<file path="config.mk">
export PLATFORM = sky130hd
export DESIGN_NAME = tccr_front_flat
export DESIGN_NICKNAME = d
export VERILOG_FILES = /design/src/rtl/tccr_pkg.sv /design/src/rtl/tccr_in_if.sv /design/src/rtl/tccr_front.sv /design/src/flat_wrapper.sv
export SDC_FILE = /design/constraint.sdc
export NUM_CORES = 1
export LEC_CHECK = 0
export BUFFER_PORTS_ARGS = -buffer_cell sky130_fd_sc_hd__buf_2
export CORE_MARGIN = 2
export CORE_UTILIZATION = 40
export CTS_CLUSTER_SIZE = 20
export DETAILED_ROUTE_END_ITERATION = 6
export PLACE_DENSITY_LB_ADDON = 0.08
export SYNTH_ARGS = -nofsm -noshare
export SYNTH_HDL_FRONTEND = slang
export SYNTH_SLANG_ARGS = --single-unit
</file>
<file path="constraint.sdc">
create_clock -name clk_i -period 3.12 [get_ports clk_i]
set_input_delay 0.156 -clock clk_i [delete_from_list [all_inputs] [get_ports clk_i]]
set_output_delay 0.156 -clock clk_i [all_outputs]
set_load 0.02 [all_outputs]
</file>
<file path="src/rtl/tccr_pkg.sv">
// Shared types, constants and helpers of the text console character renderer.
// No dependencies; tccr_front, tccr_back and the top level import this package.
`default_nettype none

package tccr_pkg;

  localparam int MAX_COLUMNS      = 120;
  localparam int MAX_ROWS         = 80;
  localparam int SCREEN_WIDTH     = 320;
  localparam int SCREEN_HEIGHT    = 480;
  localparam int MAX_GLYPH_HEIGHT = 16;
  localparam int MAX_GLYPH_WIDTH  = 8;

  localparam int CELLS       = MAX_COLUMNS * MAX_ROWS;
  localparam int CELL_AW     = $clog2(CELLS);
  localparam int GLYPH_DEPTH = 4096;
  localparam int GLYPH_AW    = $clog2(GLYPH_DEPTH);
  localparam int QDEPTH      = 2;
  localparam int QPW         = $clog2(QDEPTH);
  localparam int CFG_DW      = 7;
  localparam int CFG_AW      = 2;

  localparam logic [7:0] CH_LF   = 8'h0a;
  localparam logic [7:0] CH_TAB  = 8'h09;
  localparam logic [7:0] CH_CR   = 8'h0d;
  localparam logic [7:0] CH_ESC  = 8'h1b;
  localparam logic [7:0] CH_ZERO = 8'h30;
  localparam logic [2:0] WHITE   = 3'd7;

  typedef enum logic [1:0] {
    OP_BYTE  = 2'd0,
    OP_PIXEL = 2'd1,
    OP_FONT  = 2'd2,
    OP_NONE  = 2'd3
  } op_e;

  typedef enum logic [1:0] {
    CFG_GLYPH_W = 2'd0,
    CFG_GLYPH_H = 2'd1,
    CFG_COLS    = 2'd2,
    CFG_ROWS    = 2'd3
  } cfg_idx_e;

  typedef enum logic [2:0] {
    BC_PRINT,
    BC_LF,
    BC_TAB,
    BC_ESC,
    BC_CR
  } byte_cls_e;

  typedef enum logic [3:0] {
    ST_INIT,
    ST_IDLE,
    ST_BYTE,
    ST_PSETUP,
    ST_PDIV,
    ST_PCELL,
    ST_PCWAIT,
    ST_PGRD,
    ST_PGWAIT,
    ST_SCRD,
    ST_SCWR,
    ST_CLRROW,
    ST_EMIT
  } back_state_e;

  // clamped register values
  typedef struct packed {
    logic [3:0] gw;
    logic [4:0] gh;
    logic [6:0] cols;
    logic [6:0] rows;
  } cfg_t;

  typedef struct packed {
    op_e         op;
    byte_cls_e   cls;
    logic [7:0]  byte_v;
    logic        eow;
    logic [8:0]  x;
    logic [8:0]  y;
    logic [11:0] fa;
  } item_t;

  typedef struct packed {
    logic init_busy;
  } status_t;

  typedef struct packed {
    logic [7:0] ch;
    logic [2:0] colour;
  } cell_t;

  function automatic logic [15:0] pack565(input logic [4:0] r, input logic [5:0] g,
                                          input logic [4:0] b);
    return {r, g, b};
  endfunction

  function automatic logic [15:0] palette(input logic [2:0] c);
    logic [15:0] p;
    case (c)
      3'd0:    p = pack565(5'h00, 6'h00, 5'h00);
      3'd1:    p = pack565(5'h1f, 6'h00, 5'h00);
      3'd2:    p = pack565(5'h00, 6'h15, 5'h00);
      3'd3:    p = pack565(5'h0f, 6'h15, 5'h00);
      3'd4:    p = pack565(5'h00, 6'h00, 5'h1f);
      3'd5:    p = pack565(5'h1f, 6'h00, 5'h1f);
      3'd6:    p = pack565(5'h00, 6'h3f, 5'h1f);
      default: p = pack565(5'h1f, 6'h3f, 5'h1f);
    endcase
    return p;
  endfunction

endpackage

`default_nettype wire

</file>
<file path="src/rtl/tccr_in_if.sv">
// Input channel: valid/ready handshake carrying one console/pixel/font word.
// Depends on nothing.
`default_nettype none

interface tccr_in_if;
  logic        valid;
  logic        ready;
  logic [1:0]  opcode;
  logic [7:0]  byte_value;
  logic        end_of_write;
  logic [8:0]  pixel_x;
  logic [8:0]  pixel_y;
  logic [11:0] font_address;

  modport source (output valid, opcode, byte_value, end_of_write, pixel_x, pixel_y,
                  font_address, input ready);
  modport sink (input valid, opcode, byte_value, end_of_write, pixel_x, pixel_y,
                font_address, output ready);
endinterface

`default_nettype wire

</file>
<file path="src/rtl/tccr_front.sv">
// Front end: accepts input words, classifies opcode and byte, queues them.
// Depends on tccr_pkg and tccr_in_if.
`default_nettype none

module tccr_front import tccr_pkg::*; (
  input  wire logic    clk_i,
  input  wire logic    rst_ni,
  tccr_in_if.sink      in_ch,
  input  wire status_t status_i,
  output logic         q_valid_o,
  output item_t        q_item_o,
  input  wire logic    q_pop_i
);

  item_t          mem_q [QDEPTH];
  logic [QPW-1:0] wp_q, rp_q;
  logic [QPW:0]   cnt_q;
  logic           push;
  item_t          it;

  assign in_ch.ready = (cnt_q != (QPW+1)'(QDEPTH)) && !status_i.init_busy;
  assign push        = in_ch.valid && in_ch.ready;
  assign q_valid_o   = (cnt_q != '0);
  assign q_item_o    = mem_q[rp_q];

  always_comb begin
    it.op     = op_e'(in_ch.opcode);
    it.byte_v = in_ch.byte_value;
    it.eow    = in_ch.end_of_write;
    it.x      = in_ch.pixel_x;
    it.y      = in_ch.pixel_y;
    it.fa     = in_ch.font_address;
    case (in_ch.byte_value)
      CH_LF:   it.cls = BC_LF;
      CH_TAB:  it.cls = BC_TAB;
      CH_ESC:  it.cls = BC_ESC;
      CH_CR:   it.cls = BC_CR;
      default: it.cls = BC_PRINT;
    endcase
  end

  always_ff @(posedge clk_i) begin
    if (push) begin
      mem_q[wp_q] <= it;
    end
  end

  always_ff @(posedge clk_i or negedge rst_ni) begin
    if (!rst_ni) begin
      wp_q  <= '0;
      rp_q  <= '0;
      cnt_q <= '0;
    end else begin
      if (push) begin
        wp_q <= (wp_q == QPW'(QDEPTH-1)) ? '0 : wp_q + 1'b1;
      end
      if (q_pop_i) begin
        rp_q <= (rp_q == QPW'(QDEPTH-1)) ? '0 : rp_q + 1'b1;
      end
      cnt_q <= cnt_q + (QPW+1)'(push) - (QPW+1)'(q_pop_i);
    end
  end

endmodule

`default_nettype wire

</file>
<file path="src/flat_wrapper.sv">
// flat-port wrapper written by rule: the top's interface ports become plain ports
module tccr_front_flat import tccr_pkg::*;
  (clk_i, rst_ni, status_i, q_valid_o, q_item_o, q_pop_i, in_ch_valid, in_ch_opcode, in_ch_byte_value, in_ch_end_of_write, in_ch_pixel_x, in_ch_pixel_y, in_ch_font_address, in_ch_ready);
  tccr_in_if in_ch_i ();
  input  wire logic clk_i;
  input  wire logic rst_ni;
  input  wire status_t status_i;
  output logic q_valid_o;
  output item_t q_item_o;
  input  wire logic q_pop_i;
  input wire logic [$bits(in_ch_i.valid)-1:0] in_ch_valid;
  input wire logic [$bits(in_ch_i.opcode)-1:0] in_ch_opcode;
  input wire logic [$bits(in_ch_i.byte_value)-1:0] in_ch_byte_value;
  input wire logic [$bits(in_ch_i.end_of_write)-1:0] in_ch_end_of_write;
  input wire logic [$bits(in_ch_i.pixel_x)-1:0] in_ch_pixel_x;
  input wire logic [$bits(in_ch_i.pixel_y)-1:0] in_ch_pixel_y;
  input wire logic [$bits(in_ch_i.font_address)-1:0] in_ch_font_address;
  output wire logic [$bits(in_ch_i.ready)-1:0] in_ch_ready;
  assign in_ch_i.valid = in_ch_valid;
  assign in_ch_i.opcode = in_ch_opcode;
  assign in_ch_i.byte_value = in_ch_byte_value;
  assign in_ch_i.end_of_write = in_ch_end_of_write;
  assign in_ch_i.pixel_x = in_ch_pixel_x;
  assign in_ch_i.pixel_y = in_ch_pixel_y;
  assign in_ch_i.font_address = in_ch_font_address;
  assign in_ch_ready = in_ch_i.ready;
  tccr_front u_core (.clk_i(clk_i), .rst_ni(rst_ni), .in_ch(in_ch_i), .status_i(status_i), .q_valid_o(q_valid_o), .q_item_o(q_item_o), .q_pop_i(q_pop_i));
endmodule
</file>
==> results of run 1 <==
flip-flops by register name (all words and copies together) (netlist names):
name and flops:
u_core.rp_q 1, u_core.cnt_q 2, u_core.wp_q 1, u_core.mem_q 88
cells by family (layout without fill, tap and decap cells):
kind of cell | after synthesis | count (layout) | share of synthesized area
AO/OA/AOI/OAI | 1 | 1 | 0.00137
XOR/XNOR | 6 | 6 | 0.0144
adder cells (fa/ha/maj) | 2 | 2 | 0.00685
buffers and inverters | 8 | 150 | 0.0281
flip-flops | 92 | 92 | 0.751
multiplexers | 44 | 44 | 0.176
AND/OR/NAND/NOR | 12 | 12 | 0.0223
per-layer routing:
layer	up-vias	global-route usage	share of wire
met2	54	0.222	0.51
met1	928	0.157	0.42
li1	915	-	-
met3	9	0.0372	0.054
met5	-	0	0
met4	0	0.0632	0.016
layout make-up:
type                            instances  share of cell area
Sequential cell                        92               0.580
Timing Repair Buffer                  132               0.183
Multi-Input combinational cell         65               0.172
Tap cell                              108              0.0286
Clock buffer                           11              0.0278
Clock inverter                          4             0.00582
Inverter                                3             0.00238
cells in the final DEF (no fill, tap or decap):
master and n:
buf_2 91, edfxtp_1 88, or2_2 1, clkbuf_8 9
mux2_4 39, clkinv_2 1, dlygate4sd3_1 36, and4b_1 1
dfrtp_1 3, nand3b_1 1, buf_12 1, nor2_1 1
nand2b_1 1, clkinvlp_4 3, ha_1 2, xnor2_1 3
nor2b_1 1, nor2_4 1, and3_2 1, a21oi_1 1
nor4b_1 2, nor4bb_1 1, dfrtp_2 1, xor2_1 3
buf_4 4, nand2_1 1, clkbuf_1 2, inv_1 3
mux2_2 5
power by group:
| part | switching, mW | leakage (nW) | internal (mW) | total, mW |
|---|---|---|---|---|
| Sequential | 0.123 | 0.846 | 1.54 | 1.67 |
| Clock | 0.382 | 0.0714 | 0.284 | 0.666 |
| Combinational | 0.639 | 0.962 | 0.619 | 1.26 |
| Total | 1.14 | 1.88 | 2.45 | 3.59 |
per-stage QoR:
stage	cell area [µm²]	setup WS (ps)
floorplan	3650	252
global placement	4210	1320
detailed placement	4210	1330
CTS	4720	978
global route	4730	926
finish	4730	1020
how the worst max path moves through the flow:
| stage | startpoint | endpoint | slack, ps |
|---|---|---|---|
| CTS | u_core.rp_q | q_item_o[12] | 980 |
| global placement | u_core.cnt_q[1] | u_core.mem_q[1][19] | 1320 |
| detailed placement | u_core.cnt_q[1] | u_core.mem_q[1][19] | 1330 |
| floorplan | u_core.cnt_q[1] | u_core.mem_q[0][0] | 250 |
| finish | u_core.rp_q | q_item_o[29] | 1020 |
| global route | u_core.rp_q | q_item_o[30] | 930 |
==> metrics, run 1 <==
max_cap viols=0; number of placed instances, taps included=364; Nets=351; initial core utilization=0.415; internal reg-to-reg setup slack=1330 ps; number of fill cells in the layout=738; ys flop type=edfxtp_1; final hold violations=0; GPL Wtd Cong=0.675; Top delay family on crit path=flip-flops; synthesized area=3650 µm²; most numerous cell in the Yosys netlist=edfxtp_1; post_cts resized=0; hold_buf cts=35; initial antenna violation count=0; Overall Power=3.59 mW; core area=8810 µm²; cell breakdown of the critical path=buf_12, mux2_4, buf_2; clock buffer count from CTS=9; stages on the worst setup path=3; status=finished, final reports clean; Fmax=0.476 GHz; r2r startpoint=u_core.cnt_q[1]; DRT antenna net count=0; worst-case reg-to-reg path depth=3; Worst path max stage delay=780 ps; H-tree depth=3; leakage=1.88 nW; GR Overflow Total=0; Reg clk slew, reported paths=80 ps; share of flip-flops with an asynchronous set or reset=0.0435; worst reg2reg endpoint=u_core.mem_q[1][20]; vias in the first global route=1981; layout cells sized above 1=0.511; Final Slew Violations=0; worst-margin pin slew=636 ps; I/O pin total=92; WL final=6370 µm; Worst slew margin=0.576; Required @ worst endpoint=2960 ps; die width=99.5 µm; IO buf count=91; unrepaired setup endpoints after global routing=false; area of the multi-input gates=815 µm²; Syn Inst Count=165; Core Rows=34; DP HPWL=4250 µm; CTS Sinks=92; crit path time final=2100 ps; final core occ=0.537; clk_lat worst skew=340 ps; Synth top cells by count=edfxtp_1, mux2_4, mux2_2; flops & latches, synth=92; Post-CTS Setup Inserts=0; maximum clock insertion buffer count=2; Seq/Total Area, Yosys=0.751; Hold Path Stages=1; hold path start=in_ch_pixel_y[6]; Synth warnings=0; Die Height=99.5 µm; CP Buf/Inv Count=2; Detailed Route Iter0 Violations=45; DRC viols=0; Synth area leader=edfxtp_1; Worst Path Arrival=1950 ps; DR WL/cell=15.3 µm; clock skew=5.43 ps; Synth Area per Inst=22.1 µm²; DR vias=1906; setup_tns=0 ps; Startpoint Class=register; ranking of synthesized cells by area=edfxtp_1, mux2_4, dfrtp_1; Worst VDD drop=0.360 mV; Die ar.=9910 µm²; largest net degree at the start of global routing=27; pwr/cell area=759 nW/µm²; crit end category=output port; WHS Endpoint=u_core.mem_q[1][18]; global-route wire length before repair=9760 µm; Layout area overhead=29.5%; crit-path max FO=26; final critical-path share of the clock period=0.673; syn_nets=213; CP Class=register to output port; Hold WC Path Type=primary input to register; Final setup viols=0; ant diodes=0; fin cells=415; WHS=23.9 ps; number of synthesized flops with an enable pin=88; top cell type's share of synthesized area=0.724; CP max-delay cell=dfrtp_2; gr usage total=0.132; Seq. cell area=2740 µm²; via/cell ratio=4.59; Initial DRT Pass Iterations=4; CTS tree=done; root buf cell=clkbuf_8; count of cell types in the netlist=21
No activity file was read; power rests on OpenSTA's default activity.
==> run 2: changes to the inputs <==
- ABC_AREA: not set -> 1
- clock period: 3.12 -> 2.1 ns (I/O delays scaled with it)
==> run 2 against run 1 <==
First-iteration DRC count increased by 36%. Clock-buffer cell count is 1 lower. Cell area is 1.7% higher. Combinational power is 52% higher. Synthesized cell count up 74%. Largest cell class unchanged.
==> metrics, run 2 <==
Final setup viols=0; synthesized area=3620 µm²; initial core utilization=0.413; via/cell ratio=4.38; Largest Register=u_core.mem_q; number of synthesized flops with an enable pin=88; CTS Sinks=92; Fmax=0.594 GHz; most frequent cells in the layout=buf_2, edfxtp_1, nand2_1; gr usage total=0.139; IO buf count=91; final critical-path share of the clock period=0.802; Synth Area per Inst=12.6 µm²; clk_lat worst skew=340 ps; Startpoint Class=register; Core Rows=34; Worst Path Arrival=1580 ps; max reg flops=88; Die ar.=9820 µm²; Syn Inst Count=287; GR Overflow Total=0; Hold WC Path Type=primary input to register; WHS=33.9 ps; crit end category=output port; I/O pin total=92; Switching Fraction=0.370; core area=8760 µm²; setup_tns=0 ps; largest net degree at the start of global routing=65; Reg clk slew, reported paths=80 ps; post_cts resized=0; Worst slew margin=0.704; Pint=3.34 mW; Synth warnings=0; Overall Power=5.30 mW; Sequential Power Share=0.448; crit-path max FO=64; Nets=476; CP Class=register to output port; ranking of synthesized cells by area=edfxtp_1, nand2_1, inv_1; top cell type's share of synthesized area=0.731; NetSw=1.96 mW; ys flop type=edfxtp_1; unrepaired setup endpoints after global routing=false; DP HPWL=4250 µm; pwr/cell area=1100 nW/µm²; Setup crit start=u_core.rp_q; layout cells sized above 1=0.277; final hold violations=0; flops & latches, synth=92; r2r startpoint=u_core.wp_q; GPL Wtd Cong=0.751; Clk pwr share=0.190; Required @ worst endpoint=2000 ps; clock buffer count from CTS=9; Synth area leader=edfxtp_1; CTS tree=done; Worst VDD drop=0.563 mV; DR WL/cell=12.2 µm; die width=99.1 µm; leakage=2.10 nW; clock skew=5.46 ps; DRT antenna net count=0; Initial DRT Pass Iterations=4; Comb pwr share=0.362; Post-CTS Setup Inserts=0; DR vias=2370; syn_nets=335; count of cell types in the netlist=17; vias in the first global route=2233; initial antenna violation count=0; DRC viols=0; Die Height=99.1 µm; most numerous cell in the Yosys netlist=edfxtp_1; H-tree depth=3; Layout area overhead=33.0%; Synth top cells by count=edfxtp_1, nand2_1, inv_1; worst-margin pin slew=444 ps; largest registers=u_core.mem_q: 88 flops, u_core.cnt_q: 2 flops; Detailed Route Iter0 Violations=61; hold path start=in_ch_byte_value[0]; most frequent standard cell in the layout excluding fill and tap cells=buf_2; root buf cell=clkbuf_8; crit path time final=1680 ps; Seq/Total Area, Yosys=0.758; Final Slew Violations=0; status=finished, final reports clean; global-route wire length before repair=10500 µm; maximum clock insertion buffer count=2; ant diodes=0; WL final=6620 µm; share of flip-flops with an asynchronous set or reset=0.0435; max_cap viols=0
[run 2: changes by cell type after synthesis, moves of 5 or more]
cell,previous run,this run
mux2_2,5,0
o21ai_0,0,33
inv_1,3,60
mux2_4,39,0
o21ai_2,0,6
buf_2,0,6
nor2_1,2,7
nand2_1,1,66
o21ai_1,0,5
[run 2: path summary, 6_finish.rpt]
check | endpoint | slack [ps] | cells past startpoint
setup / recovery | q_item_o[5] | 420 | 4
hold / removal | u_core.mem_q[1][31] | 30 | 1
hold reg to reg | u_core.wp_q | 480 | 2
min in group asynchronous | u_core.cnt_q[1] | 90 | 2
setup reg to reg | u_core.mem_q[0][31] | 550 | 4
max in group asynchronous | u_core.rp_q | 1870 | 2
[run 2: routing by layer]
layer  wire length [µm]  vias to the layer above  share of wire  GRT usage
li1                   -                     1226              -          -
met1               3060                     1075           0.46      0.182
met2               3120                       63           0.47      0.225
met3                351                        6          0.053     0.0340
met4                 90                        0          0.014     0.0569
met5                  0                        -              0          0
[run 2: through the flow]
step	cell area, µm²	cells	utilization	setup WS [ps]
after floorplan	3620	287	-	243
after global placement	4220	483	0.482	579
after detailed placement	4220	483	0.482	545
after CTS	4800	540	0.548	333
after global routing	4810	541	0.549	221
final	4810	541	0.549	415
[run 2: area by class of cell]
cell class	count	area [µm²]
inverter	60	225
multi-input combinational	125	584
clock inverter	6	40.0
timing repair buffer	140	953
fill	776	3950
sequential	92	2740
clock buffer	10	128
tap	108	135
[run 2: logic make-up (layout without fill, tap and decap cells)]
family                     after synthesis  in the layout  synth area share
adders and majority gates                2              2           0.00692
xor gates and xnor gates                 1              1           0.00242
AOI/OAI and AO/OA                       45             45            0.0685
and+or+nand+nor                         77             77            0.0817
buffers and inverters                   70            216            0.0820
DFF                                     92             92             0.758
[run 2: power groups by stage]
stage                     clock (mW)  combinational (mW)  sequential [mW]
final                           1.01                1.92             2.38
after global routing            1.13                2.12             2.40
after CTS                       1.05                1.96             2.38
after detailed placement           0                1.90             2.42
after global placement             0                1.87             2.42
after floorplan                    0                1.32             2.37
[run 2: repair_timing]
action | in CTS | in global routing
hold buffers | 41 | 1
endpoints found under the hold margin | 83 | 2
endpoints found under the setup margin | 0 | 0
[run 2: worst max-delay path: stages, from the launching register on]
cell	delay, ps
dfrtp_2	530
buf_12	280
nand2_1	80
o21ai_0	120
buf_2	210
